File: src/hw/rtl/rtdtm_pkg.sv
// ----------------------------------------------------------------------------
// RTD trimmed mean thermometer package
// Shared types, register indexes and constants of the thermometer block.
// ----------------------------------------------------------------------------
package rtdtm_pkg;

   // Configuration register indexes.
   localparam logic [2:0] REG_DEFAULT_R0 = 3'd0;
   localparam logic [2:0] REG_DEFAULT_A  = 3'd1;
   localparam logic [2:0] REG_CAL_R0     = 3'd2;
   localparam logic [2:0] REG_CAL_A      = 3'd3;
   localparam logic [2:0] REG_COEF_B     = 3'd4;

   // Group length and result limits.
   localparam logic [3:0]         LAST_SAMPLE   = 4'd9;
   localparam logic signed [17:0] TEMP_LOW      = -18'sd2560;
   localparam logic signed [17:0] TEMP_HIGH     = 18'sd23040;
   localparam logic [16:0]        QUOT_LIMIT    = 17'd40000;
   localparam logic [15:0]        TEMP_FALLBACK = 16'd6400;
   localparam logic [23:0]        OHM_SCALE     = 24'd16384000;
   localparam logic [39:0]        ROUND_HALF    = 40'd32767;
   localparam logic [16:0]        RECIP_FULL    = 17'd65535;

   // Configuration registers as seen by the solver.
   typedef struct packed {
      logic [26:0] default_r0;
      logic [30:0] default_a;
      logic [26:0] cal_r0;
      logic [30:0] cal_a;
      logic [31:0] coef_b;
   } cfg_type;

   // One finished group average from the front end.
   typedef struct packed {
      logic        valid;
      logic [15:0] data;
   } push_type;

   // Solver sequencer states.
   typedef enum logic [3:0] {
      ST_IDLE,
      ST_RES,
      ST_MUL_P,
      ST_MUL_D,
      ST_MUL_M,
      ST_MUL_T,
      ST_DISC,
      ST_SQRT,
      ST_NUM,
      ST_DIV,
      ST_FIN
   } state_type;

endpackage

File: src/hw/rtl/rtdtm_queue.sv
// ----------------------------------------------------------------------------
// RTD thermometer average queue
// Two-entry queue of trimmed means between the front end and the solver.
// ----------------------------------------------------------------------------
module rtdtm_queue (
   input  logic               clock,
   input  logic               reset,
   input  rtdtm_pkg::push_type push,
   input  logic               pop,
   output logic               full,
   output logic               not_empty,
   output logic [15:0]        head
);
   import rtdtm_pkg::*;

   logic [15:0] mem_ff [2];
   logic        wptr_ff, rptr_ff;
   logic [1:0]  fill_ff;
   logic        do_push, do_pop;

   assign full      = (fill_ff == 2'd2);
   assign not_empty = (fill_ff != 2'd0);
   assign head      = mem_ff[rptr_ff];
   assign do_push   = push.valid && !full;
   assign do_pop    = pop && not_empty;

   // Storage.
   always_ff @(posedge clock) begin
      if (do_push) begin
         mem_ff[wptr_ff] <= push.data;
      end
   end

   // Pointers and fill level.
   always_ff @(posedge clock) begin
      if (reset) begin
         wptr_ff <= 1'b0;
         rptr_ff <= 1'b0;
         fill_ff <= 2'd0;
      end else begin
         if (do_push) begin
            wptr_ff <= !wptr_ff;
         end
         if (do_pop) begin
            rptr_ff <= !rptr_ff;
         end
         fill_ff <= fill_ff + {1'b0, do_push} - {1'b0, do_pop};
      end
   end

endmodule

File: config.mk
export PLATFORM = sky130hd
export DESIGN_NAME = rtdtm_queue
export DESIGN_NICKNAME = d
export VERILOG_FILES = /design/src/hw/rtl/rtdtm_pkg.sv /design/src/hw/rtl/rtdtm_queue.sv
export SDC_FILE = /design/constraint.sdc
export NUM_CORES = 1
export LEC_CHECK = 0
export ABC_AREA = 1
export BUFFER_PORTS_ARGS = -buffer_cell sky130_fd_sc_hd__buf_2
export CORE_MARGIN = 2
export CORE_UTILIZATION = 55
export CTS_CLUSTER_SIZE = 12
export DETAILED_ROUTE_END_ITERATION = 8
export GPL_ROUTABILITY_DRIVEN = 0
export GPL_TIMING_DRIVEN = 0
export PLACE_DENSITY = 0.83
export SLEW_MARGIN = 20
export SYNTH_ARGS = -nofsm -noshare
export SYNTH_HDL_FRONTEND = slang
export SYNTH_SLANG_ARGS = --single-unit
File: constraint.sdc
create_clock -name clock -period 2.7 [get_ports clock]
set_input_delay 0.81 -clock clock [delete_from_list [all_inputs] [get_ports clock]]
set_output_delay 0.81 -clock clock [all_outputs]
set_load 0.02 [all_outputs]
==> run summary <==
Req. time, crit path: 1.89 ns
Total Power: 1.59 mW
row cnt: 18
top cells by count, synth: 32 x edfxtp_1, 10 x mux2_4, 9 x inv_1, 9 x nor2_1, 8 x nand2_1
Die Y: 55.5 µm
async set-reset flop share out of synthesis: 0%
FF-to-FF path depth: 4
CP startpoint kind: flip-flop
wire length per cell: 12.8 µm
# diodes: 0
Relative slew margins: 46.0%
first-pass GRT wire length: 3480 µm
switching power share of the total: 31.6%
main area contributors after synthesis: edfxtp_1 66%, mux2_4 10%, dfxtp_1 6.9%
Syn Nets: 110
initial antenna violation count: 0
Yosys top cell by area: edfxtp_1
vias per cell: 4.87
mux contribution to synthesized area: 14.9%
pre-CTS setup slack: 0.643 ns
Sequential cell area: 1060 µm²
total track usage: 15.5%
number of synthesized flops with an enable pin: 32
Ys Warns: 0
# nets final: 154
largest family of logic cells by synthesized area: multiplexers
DRT iter0 DRCs: 20
maximum VDD drop: 0.631 mV
Reg2Reg Launch Point: fill_ff[0]$_SDFF_PP0_
worst clock skew: 0.00820 ns
area delta synth->final: 19.5%
post-synthesis adder-cell area fraction: 1.72%
Simple-Gate Fraction of Synth Area: 5.41%
Final period util: 82.2%
Post-Synth XOR/XNOR Area: 0%
Clock power frac: 18.2%
Hold/Removal Path Class: flip-flop to flip-flop
crit path DAT: 1.41 ns
die area: 3080 µm²
Filler cells: 178
Routed WL: 2080 µm
reg-to-reg slack, setup: 1.05 ns
share of the synthesized area in the top cell type: 65.9%
total CTS buffers: 5
CTS H-Tree Depth: 2
Hold Startpoint: rptr_ff$_SDFFE_PP0P_
P_leak: 0.740 nW
Slew @ Worst Pin: 0.808 ns
Sink Count: 37
min Tclk post-route: 2.22 ns
Final Hold Fails: 0
PortBufs: 37
TritonRoute pass-1 iters: 3
CP max FO: 10
IO Pins: 38
sequential element share of the synthesized area: 72.8%
Synth cell types: 12
# Post-CTS Setup Buffers: 0
Avg Cell Area, Syn: 16.6 µm²
Initial Util: 58.3%
DPL Wire Length: 1530 µm
cell with the most instances after synthesis: edfxtp_1
largest net degree at the start of global routing: 17
RSZ-0062 raised after global routing: no
Internal Pwr Total: 1.09 mW
post_cts resized: 0
DRT antenna net count: 0
P_sw: 0.503 mW
hold buffers post-CTS: 0
DR DRC count: 0
mapped cell area: 1460 µm²
share of cells above drive strength 1: 46.6%
Vias: 794
vias in the first global route: 820
outcome: completed
Core Area: 2500 µm²
CTS clk-pin slew, worst paths: 0.10 ns
CTS tree: built
final setup fails: 0
max-cap viol count: 0
GRT overflow: 0
area of the multi-input gates: 334 µm²
Flop pwr share: 47.7%
die width: 55.5 µm
Final WS setup: 0.480 ns
post-route setup TNS: 0 ns
Combinational Power Share: 34.1%
Post-Synthesis Cells: 88
CTS root buffer: clkbuf_4
WS Path Type: flip-flop to primary output
deepest clock path buffer count: 2
#FFs+latches synth: 37
CP Capture Type: primary output
final count of pins violating max slew: 0
post-synthesis compound-gate area fraction: 0.687%
clk_lat worst skew: 0.33 ns
f_max: 0.450 GHz
pwr/cell area: 915 nW/µm²
ys flop type: edfxtp_1
worst hold path depth: 2
[layer usage]
layer | vias up | routed length (µm) | GRT usage [%]
met1 | 359 | 824 | 14.7
met5 | - | 0 | 0
met3 | 8 | 132 | 6.09
li1 | 401 | - | -
met4 | 0 | 59 | 10.5
met2 | 26 | 1070 | 27.2
[stage by stage]
| step | std cells | hold WS, ns | cell area (µm²) | util [%] |
|---|---|---|---|---|
| finish | 163 | 0.514 | 1740 | 69.7 |
| global route | 163 | 0.550 | 1740 | 69.7 |
| CTS | 163 | 0.511 | 1740 | 69.7 |
| detailed placement | 155 | 0.486 | 1680 | 67.3 |
| global placement | 155 | 0.492 | 1680 | 67.2 |
| floorplan | 88 | 0.467 | 1460 | - |
[path summary, 6_finish.rpt]
check | endpoint
worst max-delay path | head[13]
worst min-delay path | flip-flop
worst max register to register | mem_ff[0][9]$_DFFE_PP_
worst min register to register | flip-flop
[sequential cells by signal (all words and copies together), names as in the netlist, named ones only]
| register | flops |
|---|---|
| rptr_ff | 1 |
| wptr_ff | 1 |
| fill_ff | 2 |
| mem_ff | 32 |
[power by group through the flow]
| stage | combinational [mW] | sequential [mW] | clock [mW] |
|---|---|---|---|
| finish | 0.544 | 0.761 | 0.290 |
| global route | 0.592 | 0.770 | 0.329 |
| CTS | 0.553 | 0.762 | 0.299 |
| detailed placement | 0.553 | 0.774 | 0 |
| global placement | 0.531 | 0.770 | 0 |
| floorplan | 0.411 | 0.765 | 0 |
[area by class of cell]
cell class,instances,area share [%]
flip-flops and latches,37,60.9
multi-input cells,40,19.2
repair buffers,37,10.6
clock buffers,8,3.38
well taps,30,2.16
inverters,9,1.94
plain buffers,2,1.80
[cell families after synthesis]
logic type      count (synthesis)
flops                          37
simple gates                   20
mux                            16
buf+inv                        11
compound gates                  2
fa+ha+maj                       2
[worst max-delay path: stages, from the launching register on]
cell	delay, ns
dfxtp_1	0.34
buf_6	0.13
buf_12	0.15
mux2_4	0.30
buf_2	0.16
[layout by cell type (no fill, tap or decap), drive strengths merged]
master / netlist / final
inv: 9 / 9
buf: 2 / 39
nor2: 9 / 9
edfxtp: 32 / 32
nand2: 8 / 8
nand3: 3 / 3
a21oi: 2 / 2
clkbuf: 0 / 8
ha: 2 / 2
mux2: 16 / 16
dfxtp: 5 / 5
No activity file was read; power rests on OpenSTA's default activity.
