==> config.mk <==
export PLATFORM = sky130hd
export DESIGN_NAME = rtdtm_front_flat
export DESIGN_NICKNAME = d
export VERILOG_FILES = /design/src/hw/rtl/rtdtm_pkg.sv /design/src/hw/rtl/rtdtm_if.sv /design/src/hw/rtl/rtdtm_front.sv /design/src/flat_wrapper.sv
export SDC_FILE = /design/constraint.sdc
export NUM_CORES = 1
export LEC_CHECK = 0
export BUFFER_PORTS_ARGS = -buffer_cell sky130_fd_sc_hd__buf_2
export CAP_MARGIN = 10
export CORE_MARGIN = 8
export CORE_UTILIZATION = 30
export DETAILED_ROUTE_END_ITERATION = 12
export PLACE_DENSITY = 0.48
export SKIP_CTS_REPAIR_TIMING = 1
export SYNTH_ARGS = -nofsm -noshare
export SYNTH_HDL_FRONTEND = slang
export SYNTH_SLANG_ARGS = --single-unit
==> constraint.sdc <==
create_clock -name clock -period 8.7 [get_ports clock]
set_input_delay 1.74 -clock clock [delete_from_list [all_inputs] [get_ports clock]]
set_output_delay 1.74 -clock clock [all_outputs]
set_load 0.05 [all_outputs]
==> src/hw/rtl/rtdtm_pkg.sv <==
// ----------------------------------------------------------------------------
// RTD trimmed mean thermometer package
// Shared types, register indexes and constants of the thermometer block.
// ----------------------------------------------------------------------------
package rtdtm_pkg;

   // Configuration register indexes.
   localparam logic [2:0] REG_DEFAULT_R0 = 3'd0;
   localparam logic [2:0] REG_DEFAULT_A  = 3'd1;
   localparam logic [2:0] REG_CAL_R0     = 3'd2;
   localparam logic [2:0] REG_CAL_A      = 3'd3;
   localparam logic [2:0] REG_COEF_B     = 3'd4;

   // Group length and result limits.
   localparam logic [3:0]         LAST_SAMPLE   = 4'd9;
   localparam logic signed [17:0] TEMP_LOW      = -18'sd2560;
   localparam logic signed [17:0] TEMP_HIGH     = 18'sd23040;
   localparam logic [16:0]        QUOT_LIMIT    = 17'd40000;
   localparam logic [15:0]        TEMP_FALLBACK = 16'd6400;
   localparam logic [23:0]        OHM_SCALE     = 24'd16384000;
   localparam logic [39:0]        ROUND_HALF    = 40'd32767;
   localparam logic [16:0]        RECIP_FULL    = 17'd65535;

   // Configuration registers as seen by the solver.
   typedef struct packed {
      logic [26:0] default_r0;
      logic [30:0] default_a;
      logic [26:0] cal_r0;
      logic [30:0] cal_a;
      logic [31:0] coef_b;
   } cfg_type;

   // One finished group average from the front end.
   typedef struct packed {
      logic        valid;
      logic [15:0] data;
   } push_type;

   // Solver sequencer states.
   typedef enum logic [3:0] {
      ST_IDLE,
      ST_RES,
      ST_MUL_P,
      ST_MUL_D,
      ST_MUL_M,
      ST_MUL_T,
      ST_DISC,
      ST_SQRT,
      ST_NUM,
      ST_DIV,
      ST_FIN
   } state_type;

endpackage

==> src/hw/rtl/rtdtm_if.sv <==
// ----------------------------------------------------------------------------
// RTD thermometer channel interfaces
// Valid/ready channels for the sample stream and the result stream.
// ----------------------------------------------------------------------------
interface rtdtm_req_if;
   logic        valid;
   logic        ready;
   logic [15:0] sample;

   modport source (output valid, output sample, input ready);
   modport sink   (input valid, input sample, output ready);
endinterface


==> src/hw/rtl/rtdtm_front.sv <==
// ----------------------------------------------------------------------------
// RTD thermometer front end
// Accepts samples, tracks sum, maximum and minimum, and emits trimmed means.
// ----------------------------------------------------------------------------
module rtdtm_front (
   input  logic               clock,
   input  logic               reset,
   input  logic               full,
   rtdtm_req_if.sink          req_chan,
   output rtdtm_pkg::push_type push
);
   import rtdtm_pkg::*;

   logic [3:0]  count_ff, count_in;
   logic [19:0] sum_ff, sum_in;
   logic [15:0] max_ff, max_in;
   logic [15:0] min_ff, min_in;
   logic        accept;
   logic        last;
   logic [19:0] trimmed;

   assign req_chan.ready = !full;
   assign accept = req_chan.valid && !full;
   assign last   = (count_ff == LAST_SAMPLE);

   // Fold the new item into the group statistics.
   always_comb begin
      sum_in = sum_ff + {4'b0, req_chan.sample};
      max_in = (req_chan.sample > max_ff) ? req_chan.sample : max_ff;
      min_in = (req_chan.sample < min_ff) ? req_chan.sample : min_ff;
      count_in = count_ff + 4'd1;
      trimmed = sum_in - {4'b0, max_in} - {4'b0, min_in};
   end

   assign push.valid = accept && last;
   assign push.data  = trimmed[18:3];

   // Group registers; the tenth item restarts the group.
   always_ff @(posedge clock) begin
      if (reset) begin
         count_ff <= '0;
         sum_ff   <= '0;
         max_ff   <= '0;
         min_ff   <= '1;
      end else if (accept) begin
         if (last) begin
            count_ff <= '0;
            sum_ff   <= '0;
            max_ff   <= '0;
            min_ff   <= '1;
         end else begin
            count_ff <= count_in;
            sum_ff   <= sum_in;
            max_ff   <= max_in;
            min_ff   <= min_in;
         end
      end
   end

endmodule

==> src/flat_wrapper.sv <==
// flat-port wrapper written by rule: the top's interface ports become plain ports
module rtdtm_front_flat import rtdtm_pkg::*;
  (clock, reset, full, push, req_chan_valid, req_chan_sample, req_chan_ready);
  rtdtm_req_if req_chan_i ();
  input  logic clock;
  input  logic reset;
  input  logic full;
  output rtdtm_pkg::push_type push;
  input wire logic [$bits(req_chan_i.valid)-1:0] req_chan_valid;
  input wire logic [$bits(req_chan_i.sample)-1:0] req_chan_sample;
  output wire logic [$bits(req_chan_i.ready)-1:0] req_chan_ready;
  assign req_chan_i.valid = req_chan_valid;
  assign req_chan_i.sample = req_chan_sample;
  assign req_chan_ready = req_chan_i.ready;
  rtdtm_front u_core (.clock(clock), .reset(reset), .full(full), .req_chan(req_chan_i), .push(push));
endmodule
==> out/qor.csv <==
stage,metric,value,unit
run_status,status,"complete, no violations",
floorplanning,die_h,143,um
synth,async_flop_share,0,
synth,ys_seq_elements,55,
critical_path,required,6.96,ns
timing,finalHoldViolations,0,
global_routing,grtUsageTotal,0.133,
global_routing,grt_pass1_vias,4077,
clock_tree,h-tree-depth,2,
clock_tree,clkLatencyLatePin,0.31,ns
global_routing,antenna_found_initial,0,
critical_path,crit_path_end,push[15],
placement,gp_congestion,0.859,
placement,portBuffers,37,
synth,postSynthCellCount,559,
floorplanning,start_util,0.305,
global_routing,grt_pass1_wl,21100,um
synth,synth_ff_type,dfxtp_1,
placement,postPlaceCellArea,5270,um^2
timing,hold_slack,0.464,ns
detailed_routing,first_pass_iters,4,
timing,final.setup.tns,0,ns
pwr,power_density,266,nW/um^2
critical_path,path_max_fanout,8,
timing,setup_viol,0,
detailed_routing,vias,4101,
synth,synth_top_area_cell,dfxtp_1,
floorplanning,die_w,143,um
global_routing,grt_remaining_overflow,0,
timing,period_share,0.953,
clock_tree,clk_pin_slew_worst_paths,0.07,ns
floorplanning,core-area,15800,um^2
timing,finClkSkew,0.00847,ns
detailed_routing,wl_per_cell,15.9,um
critical_path,setup.worst_path.start,req_chan_sample[9],
detailed_routing,drt_iter0_drc,154,
floorplanning,num_io_pins,38,
final_layout,antennaDiodeCount,0,
critical_path,reg2reg_slack,5.64,ns
timing,min_period,8.30,ns
timing,slew_headroom,0.294,
critical_path,crit-reg2reg-launch,u_core.max_ff[2]$_SDFFE_PP0P_,
timing,max_freq,121,MHz
synth,syn_area,4800,um^2
critical_path,worstSetupPathType,in -> out,
clock_tree,cts_buffers,5,
final_layout,syn_to_final_growth,14.3,%
timing,rsz0062_at_grt,false,
job,maxCapViolations,0,
detailed_routing,antenna_left,0,
detailed_routing,drt-vias-per-instance,5.01,
clock_tree,root_buffer,clkbuf_16,
final_layout,final_area,5490,um^2
detailed_routing,route.detailed.drc,0,
synth,yosysWarningCount,0,
floorplanning,fp.dieArea,20300,um^2
min_path,hold_start,u_core.sum_ff[0]$_SDFFE_PP0P_,
final_layout,n_fill_cell,1682,
final_layout,instances_no_fill,818,
critical_path,r2r-end,u_core.max_ff[12]$_SDFFE_PP0P_,
synth,syn_avg_cell_area,8.59,um^2
global_routing,grtUsageMet2,0.215,
synth,synthDistinctLibCells,58,
clock_tree,clock_path_buffers,2,
global_routing,use_met1,0.175,
placement,post-dp-hpwl,10400,um
clock_tree,cts_tree,built,
min_path,hold_class,reg -> reg,
critical_path,critPathArrivalTime,6.56,ns
timing,timing.final.max_slew_violations,0,
global_routing,met3_usage,0.0238,
synth,synthTopCellsByArea,"dfxtp_1 (23%), ha_1 (17%), fa_1 (6.3%)",
clock_tree,clkSinkCount,55,
synth,ys_seq_area_frac,0.229,
global_routing,grt_max_degree,24,
final_layout,nets,701,
synth,synth_edf_count,0,
final_layout,drive_gt1_frac,0.121,
critical_path,start_kind,input pin,
pwr,leakage,2.49,nW
detailed_routing,routed_wl,13000,um
placement,dpl.cell_count,807,
floorplanning,num_rows,46,
critical_path,end_kind,output pin,
critical_path,reg2reg_depth,11,
synth,synth_nets,659,
pwr,vdd_drop_max,0.000468,V
synth,synth.top_cell.area_share,0.229,
global_routing,gr-max-usage-layer,met2,
timing,worst_pin_slew,1.06,ns
-- cell families after synthesis --
kind of cell             synth area share
buffers and inverters              0.0529
AO/OA/AOI/OAI                       0.239
flip-flops                          0.229
XOR/XNOR                           0.0365
multiplexers                       0.0649
adder cells (fa/ha/maj)             0.232
AND/OR/NAND/NOR                     0.145
-- worst min-delay path by stage --
stage	endpoint	cells after the start	slack, ns
floorplan	u_core.sum_ff[15]$_SDFFE_PP0P_	2	0.43
global placement	u_core.sum_ff[15]$_SDFFE_PP0P_	2	0.45
detailed placement	u_core.sum_ff[0]$_SDFFE_PP0P_	2	0.46
CTS	u_core.sum_ff[0]$_SDFFE_PP0P_	2	0.47
global route	u_core.sum_ff[2]$_SDFFE_PP0P_	2	0.49
finish	u_core.sum_ff[0]$_SDFFE_PP0P_	2	0.46
-- cells in the mapped netlist, types with 6 or more instances --
| cell | n |
|---|---|
| ha_1 | 65 |
| dfxtp_1 | 55 |
| nor2_1 | 51 |
| inv_1 | 46 |
| nand2_1 | 38 |
| a21oi_1 | 34 |
| mux2i_1 | 30 |
| a21o_1 | 22 |
| a22o_1 | 20 |
| o21ai_0 | 18 |
| o211ai_1 | 17 |
| xnor2_1 | 17 |
| fa_1 | 15 |
| nor3_1 | 14 |
| o21a_1 | 11 |
| clkbuf_1 | 9 |
| nand3_1 | 9 |
| o21ai_1 | 9 |
| a22oi_1 | 8 |
| nand4_1 | 7 |
| nor2b_1 | 6 |
-- layer usage --
| layer | vias up | share of wire |
|---|---|---|
| met4 | 0 | 0.017 |
| met1 | 1908 | 0.49 |
| met5 | - | 0 |
| li1 | 2106 | - |
| met2 | 70 | 0.45 |
| met3 | 17 | 0.041 |
-- registers in the layout, indices dropped and copies added, names as in the netlist --
register / flops
u_core.sum_ff: 19
u_core.min_ff: 16
u_core.max_ff: 16
u_core.count_ff: 4
-- worst max-delay path, stage by stage --
cell	delay, ns
buf_2	0.11
buf_4	0.15
ha_1	0.31
a21o_1	0.19
a21o_1	0.17
a21o_1	0.17
a21oi_1	0.14
o21ai_1	0.09
nand2_1	0.12
a21oi_4	0.09
buf_4	0.20
mux2i_1	0.21
fa_1	0.43
ha_1	0.35
a21o_1	0.21
a221oi_2	0.33
o21ai_0	0.16
nor2_1	0.19
a211oi_2	0.13
or2_1	0.27
a21o_1	0.20
a22oi_2	0.20
xnor2_1	0.14
clkbuf_4	0.25
-- placed cells by master, fill, tap and decap left out, types with 2 or more instances in the layout --
cell type	count
a22o_1	20
nand2_1	38
nor2b_1	6
and3_1	4
o22ai_1	3
and2_1	2
nor3_1	14
o21ai_1	9
inv_1	46
buf_2	36
a22oi_1	8
o211ai_1	17
clkbuf_16	5
buf_4	14
ha_1	65
a21oi_1	33
xor2_1	3
xnor2_1	17
fa_1	15
a21o_1	22
o21a_1	11
bufinv_16	2
nand2b_1	3
nor4_1	3
nor2_1	51
nand3_1	9
o21ai_0	18
dfxtp_1	55
o31a_1	2
nand4_1	7
mux2i_1	30
a211oi_1	5
-- where the power goes --
part | internal [mW] | switching (mW)
Sequential | 0.268 | 0.0108
Clock | 0.166 | 0.102
Combinational | 0.287 | 0.627
Total | 0.721 | 0.740
-- area by class of cell --
type | count | area (um^2) | area share
clock buffer | 6 | 129 | 0.0235
tap | 216 | 270 | 0.0492
sequential | 55 | 1100 | 0.201
multi-input combinational | 441 | 3460 | 0.630
inverter | 47 | 176 | 0.0321
clock inverter | 2 | 60.1 | 0.0109
timing repair buffer | 51 | 293 | 0.0533
-- per-stage QoR --
step / util / power (mW) / worst slack (ns)
final: 0.348 / 1.46 / 0.405
after global routing: 0.348 / 1.56 / 0.00214
after CTS: 0.346 / 1.47 / 0.132
after detailed placement: 0.334 / 1.19 / 0.150
after global placement: 0.334 / 1.18 / 0.159
after floorplan: - / 0.973 / 0.483
Note: power is estimated with default switching activity, not from simulation.
